File: src/hw/rtl/nsr_pkg.sv
// nsr_pkg: shared constants and widths for the newton square root block
// no dependencies; imported by nsr_div and newton_square_root
`default_nettype none

package nsr_pkg;

  localparam int VALUE_W       = 32;
  localparam int TOL_W         = 16;
  localparam int FRAC_BITS_DEF = 16;
  localparam int MAX_ITER_DEF  = 64;

  localparam logic [TOL_W-1:0] TOL_RESET = 16'd7;

endpackage

`default_nettype wire

File: src/hw/rtl/nsr_div.sv
// nsr_div: restoring unsigned divider, one quotient bit per cycle
// depends on nsr_pkg for the default operand width
`default_nettype none

module nsr_div #(
  parameter int W = nsr_pkg::VALUE_W + nsr_pkg::FRAC_BITS_DEF
) (
  input  logic         clk,
  input  logic         rst,
  input  logic         start,
  input  logic [W-1:0] dividend,
  input  logic [W-1:0] divisor,
  output logic         done,
  output logic [W-1:0] quotient
);
  import nsr_pkg::*;

  localparam int CW = $clog2(W + 1);

  logic          running;
  logic [CW-1:0] cnt;
  logic [W:0]    rem;
  logic [W-1:0]  quo;
  logic [W:0]    rem_sh;
  logic [W:0]    div_ext;
  logic          ge;

  assign rem_sh   = {rem[W-1:0], quo[W-1]};
  assign div_ext  = {1'b0, divisor};
  assign ge       = (rem_sh >= div_ext);
  assign quotient = quo;

  always_ff @(posedge clk) begin
    if (rst) begin
      running <= 1'b0;
      done    <= 1'b0;
      cnt     <= '0;
    end else begin
      done <= 1'b0;
      if (start) begin
        running <= 1'b1;
        cnt     <= CW'(W);
        rem     <= '0;
        quo     <= dividend;
      end else if (running) begin
        rem <= ge ? (rem_sh - div_ext) : rem_sh;
        quo <= {quo[W-2:0], ge};
        cnt <= cnt - 1'b1;
        if (cnt == CW'(1)) begin
          running <= 1'b0;
          done    <= 1'b1;
        end
      end
    end
  end

  // remainder always stays below the divisor between steps
  a_rem_below_div : assert property (@(posedge clk) disable iff (rst)
    (running && !$past(start)) |-> (rem < div_ext))
    else $error("divider remainder not below divisor");

  a_done_after_run : assert property (@(posedge clk) disable iff (rst)
    done |-> !running)
    else $error("divider done while still running");

  a_start_idle : assert property (@(posedge clk) disable iff (rst)
    start |-> !running)
    else $error("divider started while running");

endmodule

`default_nettype wire

File: src/hw/rtl/newton_square_root.sv
// newton_square_root: Q-format square root by Newton iteration over a shared divider
// depends on nsr_pkg and nsr_div
// sequence: each pass runs the bit-serial divider over W = 32 + FRAC_BITS bits,
//   then the mean and check states; up to MAX_ITER passes before the result is shown
// throughput: one item at a time; busy stays high until done, and a new start is
//   taken in the cycle the result is shown; done is a one-cycle strobe, never stalled
// reset: synchronous, clears sequencer and strobe, tolerance returns to 7 LSB
`default_nettype none

module newton_square_root #(
  parameter int FRAC_BITS = nsr_pkg::FRAC_BITS_DEF,
  parameter int MAX_ITER  = nsr_pkg::MAX_ITER_DEF
) (
  input  logic                        clk,
  input  logic                        rst,
  input  logic                        start,
  output logic                        busy,
  input  logic [nsr_pkg::VALUE_W-1:0] value,
  input  logic                        tolerance_write,
  input  logic [nsr_pkg::TOL_W-1:0]   tolerance,
  output logic                        done,
  output logic [nsr_pkg::VALUE_W-1:0] root,
  output logic                        hit_limit
);
  import nsr_pkg::*;

  localparam int NUM_W  = VALUE_W + FRAC_BITS;
  localparam int PASS_W = $clog2(MAX_ITER);

  typedef enum logic [1:0] {
    S_IDLE,
    S_DIV,
    S_MEAN,
    S_CHECK
  } state_t;

  state_t             state;
  logic [TOL_W-1:0]   tol;
  logic [NUM_W-1:0]   num;
  logic [NUM_W-1:0]   guess;
  logic [NUM_W-1:0]   mean;
  logic [PASS_W-1:0]  passes;
  logic               div_start;
  logic               div_done;
  logic [NUM_W-1:0]   quot;

  logic [NUM_W:0]     sum;
  logic [NUM_W-1:0]   diff;
  logic               conv;
  logic [VALUE_W-1:0] root_sat;

  assign busy = (state != S_IDLE);
  assign sum  = {1'b0, quot} + {1'b0, guess};
  assign diff = (mean >= guess) ? (mean - guess) : (guess - mean);
  assign conv = (diff < NUM_W'(tol)) || (mean == '0);
  assign root_sat = (|mean[NUM_W-1:VALUE_W]) ? '1 : mean[VALUE_W-1:0];

  nsr_div #(
    .W(NUM_W)
  ) u_div (
    .clk      (clk),
    .rst      (rst),
    .start    (div_start),
    .dividend (num),
    .divisor  (guess),
    .done     (div_done),
    .quotient (quot)
  );

  always_ff @(posedge clk) begin
    if (rst) begin
      tol <= TOL_RESET;
    end else if (tolerance_write) begin
      tol <= tolerance;
    end
  end

  always_ff @(posedge clk) begin
    if (rst) begin
      state     <= S_IDLE;
      div_start <= 1'b0;
      done      <= 1'b0;
      passes    <= '0;
    end else begin
      div_start <= 1'b0;
      done      <= 1'b0;
      unique case (state)
        S_IDLE: begin
          if (start) begin
            num       <= {value, FRAC_BITS'(0)};
            guess     <= NUM_W'(1) << FRAC_BITS;
            passes    <= '0;
            div_start <= 1'b1;
            state     <= S_DIV;
          end
        end
        S_DIV: begin
          if (div_done) begin
            state <= S_MEAN;
          end
        end
        S_MEAN: begin
          mean  <= sum[NUM_W:1];
          state <= S_CHECK;
        end
        S_CHECK: begin
          guess <= mean;
          if (conv || passes == PASS_W'(MAX_ITER - 1)) begin
            done      <= 1'b1;
            root      <= root_sat;
            hit_limit <= !conv;
            state     <= S_IDLE;
          end else begin
            passes    <= passes + 1'b1;
            div_start <= 1'b1;
            state     <= S_DIV;
          end
        end
        default: state <= S_IDLE;
      endcase
    end
  end

  // result transfer closes every item
  a_fall_done : assert property (@(posedge clk) disable iff (rst)
    $fell(busy) |-> done)
    else $error("busy dropped without result transfer");

  a_accept_busy : assert property (@(posedge clk) disable iff (rst)
    (start && !busy) |=> (busy && div_start))
    else $error("accepted item did not launch division");

  a_divide_nonzero : assert property (@(posedge clk) disable iff (rst)
    div_start |-> (guess != '0))
    else $error("division launched with zero guess");

  a_done_idle : assert property (@(posedge clk) disable iff (rst)
    done |-> (!busy && !div_start))
    else $error("result shown while still working");

endmodule

`default_nettype wire

File: config.mk
export PLATFORM = sky130hd
export DESIGN_NAME = newton_square_root
export DESIGN_NICKNAME = d
export VERILOG_FILES = /design/src/hw/rtl/nsr_pkg.sv /design/src/hw/rtl/nsr_div.sv /design/src/hw/rtl/newton_square_root.sv
export SDC_FILE = /design/constraint.sdc
export NUM_CORES = 1
export LEC_CHECK = 0
export BUFFER_PORTS_ARGS = -buffer_cell sky130_fd_sc_hd__buf_2
export CAP_MARGIN = 20
export CORE_AREA = 2 2 225 227
export CTS_CLUSTER_SIZE = 8
export DETAILED_ROUTE_END_ITERATION = 10
export DIE_AREA = 0 0 227 229
export GPL_TIMING_DRIVEN = 1
export PLACE_DENSITY = 0.67
export SLEW_MARGIN = 30
export SYNTH_ARGS = -nofsm -noshare
export SYNTH_HDL_FRONTEND = slang
export SYNTH_SLANG_ARGS = --single-unit
File: constraint.sdc
create_clock -name clk -period 10.83 [get_ports clk]
set_input_delay 0.5415 -clock clk [delete_from_list [all_inputs] [get_ports clk]]
set_output_delay 0.5415 -clock clk [all_outputs]
set_load 0.03 [all_outputs]
==> results of run 1 <==
cells in the mapped netlist (all sizes together), types with 6 or more instances:
cell | number | area, um^2
a21oi | 256 | 1290
mux2 | 34 | 383
edfxtp | 257 | 7720
nor2b | 32 | 200
dfxtp | 34 | 681
ha | 213 | 2670
or3 | 12 | 75.1
nor2 | 210 | 791
o211ai | 15 | 113
mux2i | 38 | 380
clkbuf | 42 | 158
o21bai | 23 | 173
a21boi | 13 | 97.6
o221ai | 9 | 78.8
buf | 50 | 260
nand2b | 59 | 369
a211oi | 22 | 170
o21a | 32 | 241
a2111oi | 6 | 77.6
xnor2 | 70 | 613
xor2 | 60 | 526
nand3b | 9 | 67.6
nor3 | 33 | 176
and2 | 54 | 338
and3 | 19 | 119
nand3 | 31 | 165
a31oi | 27 | 175
or4 | 6 | 45.0
or2 | 8 | 50.1
nand2 | 132 | 498
nor4 | 21 | 144
o31ai | 13 | 111
inv | 163 | 612
nand4 | 44 | 282
a221oi | 7 | 67.6
o21ai | 137 | 704
a21o | 93 | 698
where the power goes:
part | internal, uW | total, uW | switching (uW)
logic | 1120 | 2950 | 1830
registers | 1570 | 1750 | 175
clock network | 717 | 1220 | 500
through the flow:
stage / hold WS, ns / util, %
after global routing: 0.127 / 48.7
after floorplan: 0.436 / -
final: 0.141 / 48.7
after CTS: 0.117 / 48.7
after global placement: 0.457 / 46.3
after detailed placement: 0.461 / 46.4
metal layers:
metal / part of all wire, % / wire length, um
met5: 0 / 0
met4: 2.6 / 1740
met3: 6.5 / 4370
met2: 45 / 30000
met1: 46 / 30700
worst paths after layout:
kind | start | to | slack (ns)
hold reg to reg | passes[4] | passes[4] | 0.47
setup reg to reg | guess[23] | root[17] | 3.56
hold / removal | value[17] | num[33] | 0.14
setup / recovery | guess[23] | root[17] | 3.56
layout make-up:
| type | instances | share of cell area [%] |
|---|---|---|
| Inverter | 163 | 2.53 |
| Clock buffer | 59 | 4.70 |
| Timing Repair Buffer | 99 | 2.27 |
| Sequential cell | 291 | 34.8 |
| Clock inverter | 3 | 0.0673 |
| Multi-Input combinational cell | 1809 | 52.2 |
| Tap cell | 672 | 3.48 |
registers in the layout (all words and copies together) (netlist names):
signal,cells
guess,48
mean,48
u_div.quotient,48
u_div.rem,48
num,32
root,32
tol,16
passes,6
u_div.cnt,6
state,2
div_start,1
done,1
hit_limit,1
u_div.done,1
u_div.running,1
logic make-up after synthesis:
| logic type | share of synthesized area [%] |
|---|---|
| AND/OR/NAND/NOR | 15.7 |
| buffers and inverters | 4.68 |
| adder cells (fa/ha/maj) | 12.5 |
| flip-flops | 38.2 |
| AO/OA/AOI/OAI | 20.3 |
| multiplexers | 3.47 |
| XOR/XNOR | 5.17 |
==> impl_metrics.json, run 1 <==
{
  "status": "completed",
  "grtUsageMet2_pct": 40.1,
  "drive_gt1_share_pct": 9.03,
  "critPathTopFamily": "compound AO/OA/AOI/OAI gates",
  "crit_path_cell_trace": "inv_1 > ha_1 > a21oi_1 > o32ai_1 > o21ai_0 > a21oi_1 > a41o_1 > nor2_2 > buf_4 > mux2i_1 > xor2_1 > ha_1 > o21a_1 > nor2_1 > nor3_1 > a211oi_1 > o221ai_1 > or4_1 > nor4_2 > nand3_2 > nor3_4 > o211a_1 > buf_4",
  "finClkSkew_ns": 0.0199,
  "drv_cap": 0,
  "area_growth_pct": 9.85,
  "critical_path_depth": 23,
  "avgRoutedWirePerCell_um": 21.6,
  "syn_inst": 2355,
  "cts_buffers": 42,
  "syn_area_um2": 22000,
  "drc_errors": 0,
  "setup_slack_ns": 3.56,
  "period_needed_ns": 7.27,
  "cts_hold_buf": 0,
  "firstDrtPassIters": 9,
  "core-area_um2": 49700,
  "cts.sinks": 291,
  "finalSetupTns_ns": 0,
  "path_class": "flip-flop to flip-flop",
  "p_leak_uw": 0.00973,
  "finalPower_uw": 5910,
  "grt_pass1_wl_um": 103000,
  "yosysSeqAreaShare_pct": 38.2,
  "final_area_um2": 24200,
  "die_x_um": 227,
  "yosysWarnings": 0,
  "max_stage_delay_ns": 0.61,
  "rsz0062_at_grt": "no",
  "num-nets-final": 2675,
  "dp_cells": 3034,
  "grt_max_degree": 68,
  "finalCritPeriodShare_pct": 67.1,
  "rows": 82,
  "crit_fanout": 24,
  "worstMarginPinSlew_ns": 0.947,
  "start_kind": "flip-flop",
  "viasPerCell": 5.95,
  "ant_nets": 0,
  "top_usage_layer": "met2",
  "final_common_cell": "edfxtp_1",
  "worstHoldPathType": "input port to flip-flop",
  "initialDrtViolationCount": 1636,
  "grtUsageMet3_pct": 3.84,
  "regArea_um2": 8400,
  "vias": 18400,
  "setup_viol": 0,
  "synth_flop_cell": "edfxtp_1",
  "antenna_found_initial": 0,
  "clock_path_buffers": 3,
  "irDropWorstVdd_v": 0.000127,
  "cp.arrival_ns": 7.49,
  "grtUsageMet1_pct": 36.1,
  "reg2regPathDepth": 23,
  "syn_nets": 2624,
  "finalMaxSlewViolations": 0,
  "numPortBuffers": 86,
  "overflow": 0,
  "fmax_ghz": 0.138,
  "placed_cell_area_um2": 23000,
  "max_slew_margin_pct": 36.5,
  "h-tree-depth": 2,
  "cts_tree": "done",
  "worst-path-buf-inv": 3,
  "ys_types": 90,
  "path_clk_slew_ns": 0.05,
  "routabilityCongestion": 0.952,
  "grt_usage_pct": 25.4,
  "hold_viol": 0,
  "synth.avg_cell_area_um2": 9.34,
  "whs_path_depth": 1,
  "num_antenna_cells": 0,
  "postCtsSetupBuffers": 0,
  "pre_cts_slack_ns": 3.68,
  "critPathCaptureType": "flip-flop",
  "die_area_um2": 52000,
  "synth_edf_count": 257,
  "root_buffer": "clkbuf_16",
  "drt-total-wl_um": 66800,
  "required_ns": 11.05,
  "hpwl_um": 51200,
  "ios": 87,
  "grt_pass1_vias": 18000,
  "cts.repair.resized": 0,
  "die_y_um": 229,
  "multiInputGateArea_um2": 12600,
  "final_cell_mix": "edfxtp_1 (257), a21oi_1 (253), ha_1 (213)",
  "n_fill_cell": 4724,
  "instances_no_fill": 3096,
  "clk_latency_ns": 0.57,
  "cpMaxStageDelayCell": "o211a_1",
  "powerDensity_nw_per_um2": 245,
  "async_flop_share_pct": 0,
  "start_util_pct": 44.3,
  "ys_ff_latch": 291
}
Note: power is estimated with default switching activity, not from simulation.
==> inputs of run 2 (changes only) <==
- clock period: 10.83 -> 7.2 ns (I/O delays scaled with it)
==> impl_metrics.json, run 2 (synthesis gave the netlist of run 1 again) <==
{
  "status": "completed",
  "period_needed_ns": 6.67,
  "hpwl_um": 51200,
  "overflow": 0,
  "cp.arrival_ns": 6.89,
  "whs_path_depth": 3,
  "initialDrtViolationCount": 1462,
  "finalMaxSlewViolations": 0,
  "regArea_um2": 8400,
  "crit_path_cell_trace": "inv_1 > ha_1 > a21oi_1 > o32ai_1 > o21ai_0 > a21oi_1 > a41o_1 > nor2_2 > buf_4 > o21ai_0 > xnor2_1 > ha_1 > a21o_1 > a21o_1 > a211oi_1 > o221ai_1 > or4_1 > nor4_2 > nand3_2 > nor3_4 > o211a_1 > buf_4",
  "setup_viol": 0,
  "r2r_slack_ns": 0.53,
  "clockPowerShare_pct": 20.9,
  "rsz0062_at_grt": "no",
  "n_fill_cell": 4673,
  "fmax_ghz": 0.150,
  "reg2regPathDepth": 22,
  "p_leak_uw": 0.00994,
  "max_stage_delay_ns": 0.54,
  "start_kind": "flip-flop",
  "final_cell_mix": "edfxtp_1 (257), a21oi_1 (253), ha_1 (213)",
  "routabilityCongestion": 0.951,
  "grt_usage_pct": 25.8,
  "numPortBuffers": 86,
  "p_comb_share_pct": 49.8,
  "powerDensity_nw_per_um2": 365,
  "antenna_found_initial": 0,
  "cts_tree": "done",
  "crit_fanout": 24,
  "cts.sinks": 291,
  "start_util_pct": 44.3,
  "finalCritPeriodShare_pct": 92.6,
  "path_class": "flip-flop to flip-flop",
  "ios": 87,
  "worstHoldPathType": "input port to flip-flop",
  "grt_pass1_vias": 18200,
  "die_area_um2": 52000,
  "internal_power_uw": 5200,
  "drt-total-wl_um": 67000,
  "area_growth_pct": 11.9,
  "grt_max_degree": 83,
  "die_x_um": 227,
  "vias": 18500,
  "grt_pass1_wl_um": 105000,
  "clk_latency_ns": 0.57,
  "power_frac_seq_pct": 29.3,
  "cpMaxStageDelayCell": "or4_1",
  "drc_errors": 0,
  "required_ns": 7.43,
  "path_clk_slew_ns": 0.05,
  "finalSetupTns_ns": 0,
  "clock_path_buffers": 3,
  "pre_cts_slack_ns": 0.564,
  "rr_startpoint": "guess[21]",
  "drive_gt1_share_pct": 9.41,
  "p_sw_share_pct": 42.1,
  "firstDrtPassIters": 5,
  "cts_buffers": 43,
  "setup_slack_ns": 0.533,
  "irDropWorstVdd_v": 0.000182,
  "root_buffer": "clkbuf_16",
  "avgRoutedWirePerCell_um": 21.4,
  "final_common_cell": "edfxtp_1",
  "max_slew_margin_pct": 32.9,
  "ant_nets": 0,
  "p_sw_uw": 3780,
  "r2r_end": "root[16]",
  "num-nets-final": 2714,
  "num_antenna_cells": 0,
  "min_to": "tol[0]",
  "hp-start": "tolerance[0]",
  "multiInputGateArea_um2": 12600,
  "viasPerCell": 5.89,
  "core-area_um2": 49700,
  "hold_viol": 0,
  "die_y_um": 229,
  "critPathCaptureType": "flip-flop",
  "worstMarginPinSlew_ns": 0.996,
  "finClkSkew_ns": 0.0149,
  "rows": 82,
  "drv_cap": 0,
  "h-tree-depth": 2
}
-- run 2: layout make-up --
type	instances	area share [%]
clock buffers	60	4.80
clock inverters	5	0.158
inverters	163	2.49
multi-input cells	1809	51.3
flip-flops and latches	291	34.1
well taps	672	3.42
repair buffers	137	3.73
-- run 2: timing repair --
action                    4_1_cts  5_1_grt
hold endpoints to repair       32        0
gates resized for setup         0        0
hold buffers                   32        0
buffers inserted                0        0
-- run 2: power groups by stage --
stage | clock network [uW] | logic (uW) | registers, uW
floorplan | 0 | 3310 | 2540
global placement | 0 | 4290 | 2650
detailed placement | 0 | 4360 | 2660
CTS | 1910 | 4410 | 2630
global route | 1980 | 4930 | 2670
finish | 1870 | 4470 | 2630
-- run 2: through the flow --
| step | hold slack [ns] | utilization [%] | power, uW | cells | area (um^2) |
|---|---|---|---|---|---|
| floorplan | 0.436 | - | 5850 | 2355 | 22000 |
| global placement | 0.458 | 46.4 | 6940 | 3039 | 23100 |
| detailed placement | 0.459 | 46.5 | 7010 | 3040 | 23100 |
| CTS | 0.0130 | 49.6 | 8950 | 3137 | 24600 |
| global route | 0.0479 | 49.6 | 9570 | 3137 | 24600 |
| finish | 0.0413 | 49.6 | 8980 | 3137 | 24600 |
-- run 2: worst max path at each step --
stage	start	endpoint	depth (start not counted)
detailed placement	mean[0]	root[21]	25
floorplan	mean[0]	hit_limit	27
finish	guess[21]	root[16]	22
CTS	mean[0]	root[10]	25
global route	mean[0]	root[10]	26
global placement	mean[0]	root[22]	25
-- run 2: layer usage --
metal,vias to the layer above,routed length (um),track usage [%]
met5,-,0,0
li1,8767,-,-
met4,0,1480,7.50
met1,9016,31100,36.7
met2,607,30500,40.8
met3,94,3980,3.50
-- run 2: critical path, delay by kind of cell, from the launching register on --
kind            cells  cell delay [ns]
compound gates     11             2.55
simple gates        5             1.64
buf+inv             3             0.80
fa+ha+maj           2             0.72
flops               1             0.42
xor+xnor            1             0.15
==> inputs of run 3 (changes only) <==
- CAP_MARGIN: 20 -> default
- CORE_AREA: 2 2 225 227 -> 2 2 274 276
- DIE_AREA: 0 0 227 229 -> 0 0 276 278
- PLACE_DENSITY: 0.67 -> 0.5
==> impl_metrics.json, run 3 (synthesis gave the netlist of run 1 again) <==
{
  "die_area_um2": 76700,
  "grt_usage_pct": 18.3,
  "finalMaxSlewViolations": 0,
  "powerDensity_nw_per_um2": 360,
  "final_cell_mix": "edfxtp_1 (257), a21oi_1 (253), ha_1 (212)",
  "antenna_found_initial": 1,
  "path_class": "flip-flop to flip-flop",
  "avgRoutedWirePerCell_um": 20.9,
  "start_util_pct": 29.8,
  "hold_viol": 0,
  "utilization_pct": 33.9,
  "setup_slack_ns": 0.533,
  "finClkSkew_ns": 0.0219,
  "p_sw_uw": 3810,
  "drive_gt1_share_pct": 9.69,
  "p_leak_uw": 0.00996,
  "setup_viol": 0,
  "h-tree-depth": 2,
  "vias": 18300,
  "postCtsSetupBuffers": 0,
  "num-nets-final": 2726,
  "firstDrtPassIters": 10,
  "worstHoldPathType": "input port to flip-flop",
  "core-area_um2": 73800,
  "final_common_cell": "edfxtp_1",
  "finalCritPeriodShare_pct": 92.6,
  "root_buffer": "clkbuf_16",
  "start_kind": "flip-flop",
  "violations": "design-rule violations",
  "die_y_um": 278,
  "cp.arrival_ns": 6.87,
  "max_slew_margin_pct": 26.5,
  "crit_fanout": 25,
  "p_comb_share_pct": 50.3,
  "status": "finished, violations left",
  "internal_power_uw": 5190,
  "grt_max_degree": 73,
  "rows": 100,
  "instances_no_fill": 3445,
  "path_clk_slew_ns": 0.06,
  "cts_buffers": 43,
  "required_ns": 7.41,
  "drc_errors": 4,
  "clockPowerShare_pct": 20.5,
  "irDropWorstVdd_v": 0.000164,
  "numPortBuffers": 86,
  "holdWs_ns": 0.0405,
  "viasPerCell": 5.30,
  "period_needed_ns": 6.67,
  "cts_tree": "done",
  "num_antenna_cells": 0,
  "rsz0062_at_grt": "no",
  "worstMarginPinSlew_ns": 1.10,
  "grt_pass1_wl_um": 110000,
  "die_x_um": 276,
  "drt-total-wl_um": 72000,
  "initialDrtViolationCount": 1380,
  "pre_cts_slack_ns": 0.511,
  "hpwl_um": 55800,
  "cts.sinks": 291,
  "area_growth_pct": 13.8,
  "critPathCaptureType": "flip-flop",
  "finalSetupTns_ns": 0,
  "overflow": 0,
  "fmax_ghz": 0.150,
  "p_sw_share_pct": 42.3,
  "power_frac_seq_pct": 29.2,
  "clk_latency_ns": 0.57,
  "dp_cells": 3348,
  "drv_cap": 0,
  "ios": 87,
  "routabilityCongestion": 0.909,
  "ant_nets": 0,
  "grt_pass1_vias": 18000,
  "clock_path_buffers": 3
}
==> run 3: changes by cell type in the layout (fill, tap and decap cells not counted), sizes merged <==
cell / previous run / this run
clkbuf: 60 / 61
clkinv: 4 / 1
clkinvlp: 0 / 1
buf: 105 / 117
==> run 3: cell type report <==
class                           count  area (um^2)
Tap cell                          969         1210
Clock buffer                       61         1150
Fill cell                        7678        48800
Multi-Input combinational cell   1809        12600
Timing Repair Buffer              149         1020
Clock inverter                      3         20.0
Inverter                          163          612
Sequential cell                   291         8400
==> run 3: path summary, 6_finish.rpt <==
kind | from | to | slack [ns] | cells after the start
setup / recovery | mean[0] | root[19] | 0.53 | 26
hold / removal | tolerance[13] | tol[13] | 0.04 | 3
setup reg to reg | mean[0] | root[19] | 0.53 | 26
hold reg to reg | passes[4] | passes[4] | 0.48 | 1
==> run 3: worst max-delay path, stage by stage, from the launching register on <==
cell      delay (ns)
edfxtp_1        0.46
inv_1           0.12
ha_1            0.17
inv_1           0.06
fa_1            0.39
a21o_1          0.20
a22o_1          0.23
o31ai_4         0.26
nand3_2         0.14
a41o_1          0.27
nor2_2          0.36
mux2i_1         0.27
xnor2_1         0.16
ha_1            0.26
o21a_1          0.10
o21ai_0         0.14
a21oi_1         0.08
nor4_1          0.21
nor3_1          0.08
a211oi_1        0.27
o221ai_1        0.15
or4_1           0.55
nor4_2          0.26
nand3_2         0.17
nor3_4          0.34
o211a_1         0.23
buf_4           0.34
==> run 3: layer usage <==
layer	track usage (%)	part of all wire, %	vias to the layer above	wire, um
li1	-	-	8790	-
met1	25.8	49	8913	35100
met2	29.4	45	471	32200
met3	2.91	4.7	82	3370
met4	4.22	1.9	0	1340
met5	0	0	-	0
==> run 3: through the flow <==
| step | cell area (um^2) | total power [uW] |
|---|---|---|
| after floorplan | 22000 | 5850 |
| after global placement | 23500 | 7100 |
| after detailed placement | 23500 | 7120 |
| after CTS | 25000 | 9040 |
| after global routing | 25000 | 9660 |
| final | 25000 | 9000 |
==> run 3: power groups by stage <==
stage               Clock (uW)  Sequential (uW)  Combinational (uW)
floorplan                    0             2540                3310
global placement             0             2660                4440
detailed placement           0             2660                4460
CTS                       1900             2630                4500
global route              1960             2670                5030
finish                    1840             2630                4530
==> run 3: repair_timing <==
item | in CTS | in global routing
resized for setup | 0 | 1
setup endpoints to repair | 0 | 25
hold endpoints to repair | 32 | 0
hold buffers | 32 | 0
